## src/rtl/lzwd_pkg.sv

```systemverilog
// ---------------------------------------------------------------------------
// lzwd_pkg
// Shared types for the LZSS window decompressor: controller states and the
// command and status groups that join the controller to the datapath.
// ---------------------------------------------------------------------------
package lzwd_pkg;

  typedef enum logic [1:0] {
    ST_IDLE,
    ST_LITERAL,
    ST_MATCH
  } lzwd_state_t;

  // controller to datapath
  typedef struct packed {
    logic start_literal;  // latch literal byte of the accepted token
    logic start_match;    // latch copy start and length, issue first read
    logic end_stream;     // return write position to its start value
    logic advance;        // emit one word and write it to the window
    logic src_literal;    // emitted word comes from the literal register
  } lzwd_cmd_t;

  // datapath to controller
  typedef struct packed {
    logic tok_literal;    // offered token is a literal
    logic tok_end;        // offered token is an end-of-stream mark
    logic out_free;       // output register can take a word this cycle
    logic last;           // word being produced is the last of its token
  } lzwd_status_t;

endpackage

```

## src/rtl/lzwd_controller.sv

```systemverilog
// ---------------------------------------------------------------------------
// lzwd_controller
// Token sequencer: accepts a token when idle, then, while the output register
// is free, steps the datapath one word per cycle until its run is done.
// ---------------------------------------------------------------------------
module lzwd_controller
  import lzwd_pkg::*;
(
  input  logic         clk,
  input  logic         rst,
  input  logic         in_valid,
  output logic         in_ready,
  input  lzwd_status_t status,
  output lzwd_cmd_t    cmd
);

  lzwd_state_t state, state_next;
  logic        accept;

  assign in_ready = (state == ST_IDLE);
  assign accept   = in_valid && in_ready;

  always_ff @(posedge clk) begin
    if (rst) begin
      state <= ST_IDLE;
    end else begin
      state <= state_next;
    end
  end

  always_comb begin
    state_next = state;
    case (state)
      ST_IDLE: begin
        if (accept) begin
          if (status.tok_literal) begin
            state_next = ST_LITERAL;
          end else if (!status.tok_end) begin
            state_next = ST_MATCH;
          end
        end
      end
      ST_LITERAL: begin
        if (status.out_free) begin
          state_next = ST_IDLE;
        end
      end
      ST_MATCH: begin
        if (status.out_free && status.last) begin
          state_next = ST_IDLE;
        end
      end
      default: state_next = ST_IDLE;
    endcase
  end

  always_comb begin
    cmd = '0;
    case (state)
      ST_IDLE: begin
        cmd.start_literal = accept && status.tok_literal;
        cmd.start_match   = accept && !status.tok_literal && !status.tok_end;
        cmd.end_stream    = accept && !status.tok_literal && status.tok_end;
      end
      ST_LITERAL: begin
        cmd.src_literal = 1'b1;
        cmd.advance     = status.out_free;
      end
      ST_MATCH: begin
        cmd.advance = status.out_free;
      end
      default: cmd = '0;
    endcase
  end

endmodule

```

## config.mk

```make
export PLATFORM = sky130hd
export DESIGN_NAME = lzwd_controller
export DESIGN_NICKNAME = d
export VERILOG_FILES = /design/src/rtl/lzwd_pkg.sv /design/src/rtl/lzwd_controller.sv
export SDC_FILE = /design/constraint.sdc
export NUM_CORES = 1
export LEC_CHECK = 0
export ABC_AREA = 1
export BUFFER_PORTS_ARGS = -buffer_cell sky130_fd_sc_hd__buf_2
export CORE_AREA = 2 2 39 41
export DETAILED_ROUTE_END_ITERATION = 10
export DIE_AREA = 0 0 41 43
export PLACE_DENSITY = 0.38
export RECOVER_POWER = 50
export SETUP_SLACK_MARGIN = 0.5
export SKIP_LAST_GASP = 1
export SYNTH_ARGS = -nofsm -noshare
export SYNTH_HDL_FRONTEND = slang
export SYNTH_SLANG_ARGS = --single-unit
```

## constraint.sdc

```tcl
create_clock -name clk -period 1.6 [get_ports clk]
set_input_delay 0.4 -clock clk [delete_from_list [all_inputs] [get_ports clk]]
set_output_delay 0.4 -clock clk [all_outputs]
set_load 0.02 [all_outputs]
```

After elaboration in Yosys (flattened, before gate mapping)
Index checks and enable logic that the tools add are counted.
{"block": "classes", "n_eq_ne": 6, "n_mux": 9, "n_reduce_logical": 11}
{"op": "2-to-1 mux 2 bit", "n": 5}
{"op": "logical AND 1 bit", "n": 6}
{"op": "case mux 2 bit (3 select lines)", "n": 1}
{"op": "!= test 2 bit, second input constant", "n": 2}
{"op": "AND reduction 4 bit", "n": 1}
{"op": "2-to-1 mux 3 bit", "n": 1}
{"op": "!= test 3 x 2 -> 1 bit, second input constant", "n": 1}
{"op": "== test 2 x 1 -> 1 bit, second input constant", "n": 1}
{"op": "== test 2 bit, second input constant", "n": 1}
{"op": "zero test 1 bit", "n": 2}
{"op": "zero test 2 bit", "n": 1}
{"op": "2-to-1 mux 1 bit", "n": 2}
{"op": "!= test 2 x 1 -> 1 bit, second input constant", "n": 1}
{"op": "OR reduction 2 bit", "n": 1}
{"block": "word_totals", "reg_bits": 2, "in_bits": 7, "out_inout_bits": 6, "word_cells": 27}

Longest topological paths before layout
{"block": "logic_depth", "ltp_word": 5, "ltp_mapped": 9, "mapped_depth_nobuf": 9}

Least setup slack after synthesis
Ideal clock, no wire load.
{"block": "synth_path", "path_type": "register -> output", "start": "register state[0]", "end": "output port cmd[3] in the netlist's numbering", "arrival_time_ps": 1296, "required_ps": 1200, "setup_slack_ps": -96, "path_stages_with_launch": 5, "path_buffers": 0, "cell_sequence": "dfxtp_1 > inv_1 > ha_1 > nand2_1 > nor3_1"}
{"item": "from (decl)", "line": "lzwd_controller.sv:17", "rtl": "lzwd_state_t state, state_next;"}
{"item": "from (signal assigned)", "line": "lzwd_controller.sv:27", "rtl": "state <= state_next;"}
{"item": "to (decl)", "line": "lzwd_controller.sv:14", "rtl": "output lzwd_cmd_t cmd"}

==> impl_summary.txt <==
----------------------------------------------------
[Logic synthesis]
  Count of yosys warnings during synthesis ... 0
  Top-area cell type share of the netlist area ... 0.212
  Sequential-to-total area share from yosys stat ... 0.188
  Post-synthesis cell type with the largest combined area ... nand2_1
  Post-synthesis sequential element count ... 2
  Post-synthesis instance total ... 38
  Net Count, Synth ... 48
  Post-synthesis cell type count ... 10
  Mapped Area ... 213 um^2
  Avg Inst Size Synth ... 5.60 um^2
  Cell types occupying the most area after synthesis ... nand2_1 21%, dfxtp_1 19%, ha_1 18%

[CTS]
  Inserted Clock Buffers ... 3
  Clock transition at path regs ... 30 ps
  Max Root-Sink Buffers ... 2
  CTS tree ... done
  Worst skew pair latency ... 220 ps
  Number of levels the H-tree was split into ... 1
  Number of buffers inserted by hold repair at cts ... 0
  Number of clock sinks ... 2
  Clock root buffer ... clkbuf_4

[Worst setup path]
  Depth of the most critical reg-to-reg path ... 10
  Highest net fanout along the worst path ... 5
  Setup crit end kind ... output pin
  CP startpoint ... state[0]$_SDFFE_PP0P_
  Library cell contributing the largest single delay on the critical path ... dfxtp_2
  R2R setup slack ... between 300 and 400 ps
  Launch point of the worst reg-to-reg path ... state[0]$_SDFFE_PP0P_
  CP Cell Sequence ... inv_4 > ha_4 > nand2_4 > nor3_4 > buf_6
  WP data required ... 1200 ps
  Kind of critical path ... reg2out
  CP endpoint ... cmd[3]
  Maximum single-stage delay on the critical path ... about 320 ps
  Worst Setup Start Kind ... flop
  Crit path arrival time ... approximately 1100 ps
  FF-to-FF End ... state[0]$_SDFFE_PP0P_

[Hold path]
  Type of the tightest min-delay check ... in2reg
  Worst hold start ... rst
  Count of cells along the worst hold path ... 4

[Pwr]
  Power share of the sequential group ... 0.099
  Cell internal pwr ... 0.000561 W
  Switch Pwr ... 0.000441 W
  Maximum resistive drop on vdd ... 0.000639 V
  Portion of total power attributed to combinational logic ... 0.791
  Proportion of total power due to net switching ... 0.440
  Leakage Power ... 0.272 nW
  Clock network fraction of total power ... 0.110
  Power density relative to cell area ... 1980 mW/mm^2

[Finish]
  Number of flip-flops in the largest register ... 2
  Count of placed standard cells in the final layout, fillers left out ... 77
  Post-synthesis to final-layout area growth ... 138%
  Biggest registers after layout ... state x2
  Count of antenna diodes in the layout ... 0
  Layout fillers ... 164
  Fraction of final layout cells sized beyond drive strength 1 ... 0.721
  Number of nets in the layout ... 73
  Final core occ ... 0.366
  Most used cells in the layout excluding fill and tap cells ... 6 x inv_1, 6 x nand2_1, 6 x buf_2, 6 x buf_6, 6 x buf_4
  Largest Register ... state
  Final instance area ... a little over 500 um^2

[Timing]
  Rel. slew slack ... 0.803
  Final hold violation count ... 0
  Final critical-path share of the clock period ... 0.945
  Slew at the pin with the worst max-slew slack ... 295 ps
  Min Tclk post-route ... 1510 ps
  Final setup violating endpoints ... 0
  Number of max-slew violations in the final report ... 0
  Highest clock frequency the design can meet ... roughly 660 MHz
  Final total negative setup slack ... 0 ps
  Final worst clock skew ... 1.68 ps
  Unrepaired setup endpoints after global routing ... true

[Routing]
  Final Routed Wirelength ... approximately 650 um
  Post-route DRC violation count ... 0
  Avg WL per Cell ... 8.49 um
  Number of search-and-repair iterations in the first detailed-routing pass ... 2
  Wire length on met2 ... between 300 and 400 um
  Total vias in the final route ... 293
  DRC violation total after the first TritonRoute iteration ... 1
  Via density per instance ... 3.81
  Top sig layer ... met3
  Number of nets still failing antenna checks after routing ... 0
  WL met1 ... approximately 270 um
  Detailed route wirelength on metal3 ... around 34 um

[Place]
  Total placed cells including tap cells ... 66
  Area after DPL ... 348 um^2
  Half-perimeter wire length of the detailed placement result ... about 430 um
  Port Buffer Count ... 12
  Weighted congestion at the end of routability-driven global placement ... 0.645

[Floorplanning]
  Width of the die ... 41 um
  Initial standard-cell utilization of the core ... 0.154
  Die span in y ... 43 um
  Core outline area ... 0.00138 mm^2
  Top-level I/O count ... 13
  Cell row count ... 14
  Die ar. ... 0.00176 mm^2

[GRT]
  Overall overflow remaining after global route ... 0
  Wire length of the first global-routing pass ... 1040 um
  Via count of the first global-routing pass ... between 200 and 300
  Antenna violations before repair ... 0
  Pin count of the biggest net entering global routing ... 6
  GR Util All Layers ... 0.0852

[Status]
  Result of the run ... completed

[Job]
  Max-Cap Viols ... 0

----------------------------------------------------
## power by group through the flow
stage / Clock (W) / Combinational, W / Sequential, W
floorplan: 0 / 0.000399 / 0.0000938
global placement: 0 / 0.000499 / 0.0000958
detailed placement: 0 / 0.000494 / 0.0000959
CTS: 0.000119 / 0.000665 / 0.0000999
global route: 0.000118 / 0.000865 / 0.000103
finish: 0.000110 / 0.000793 / 0.0000989
## stage by stage
step,hold slack [ps],setup WS [ps],total power [W]
floorplan,475,281,0.000493
global placement,519,176,0.000595
detailed placement,512,175,0.000590
CTS,429,82.4,0.000884
global route,438,32.2,0.00109
finish,430,88.4,0.00100
## worst max-delay path, delay by kind of cell, from the launching register on
| kind | cells | cell delay, ps |
|---|---|---|
| DFF | 1 | 320 |
| adders and majority gates | 1 | 180 |
| and+or+nand+nor | 2 | 190 |
| buffers and inverters | 2 | 200 |
## area by class of cell
| cell class | count | area [um^2] | area share |
|---|---|---|---|
| Inverter | 10 | 40.0 | 0.0790 |
| Tap cell | 16 | 20.0 | 0.0395 |
| Sequential cell | 2 | 42.5 | 0.0840 |
| Timing Repair Buffer | 20 | 155 | 0.306 |
| Multi-Input combinational cell | 26 | 226 | 0.447 |
| Clock buffer | 3 | 22.5 | 0.0444 |
## metal layers
layer / global-route usage / vias up
met3: 0.00524 / 0
met2: 0.134 / 10
met4: 0.0600 / 0
met1: 0.102 / 126
li1: - / 157
met5: 0 / -
## worst min-delay path by stage
stage / end / slack [ps]
after detailed placement: state[1]$_SDFFE_PP0P_ / 510
after global routing: state[1]$_SDFFE_PP0P_ / 440
after global placement: state[1]$_SDFFE_PP0P_ / 520
final: state[1]$_SDFFE_PP0P_ / 430
after floorplan: state[1]$_SDFFE_PP0P_ / 480
after CTS: state[0]$_SDFFE_PP0P_ / 430
## cell usage after synthesis
| cell type | count |
|---|---|
| nor2_2 | 1 |
| inv_1 | 10 |
| nand4_1 | 1 |
| nor3_1 | 2 |
| nor2_1 | 5 |
| a21oi_1 | 1 |
| nand2_2 | 1 |
| nand2_1 | 12 |
| ha_1 | 3 |
| dfxtp_1 | 2 |
## repair_timing
action	4_1_cts	5_1_grt
pin swaps	6	8
resized for setup	16	9
endpoints found under the setup margin	8	8
setup buffers	4	4
## logic make-up after synthesis
| logic type | Yosys count | share of synthesized area |
|---|---|---|
| simple gates | 22 | 0.435 |
| fa+ha+maj | 3 | 0.176 |
| flops | 2 | 0.188 |
| buf+inv | 10 | 0.176 |
| compound gates | 1 | 0.0235 |
No activity file was read; power rests on OpenSTA's default activity.
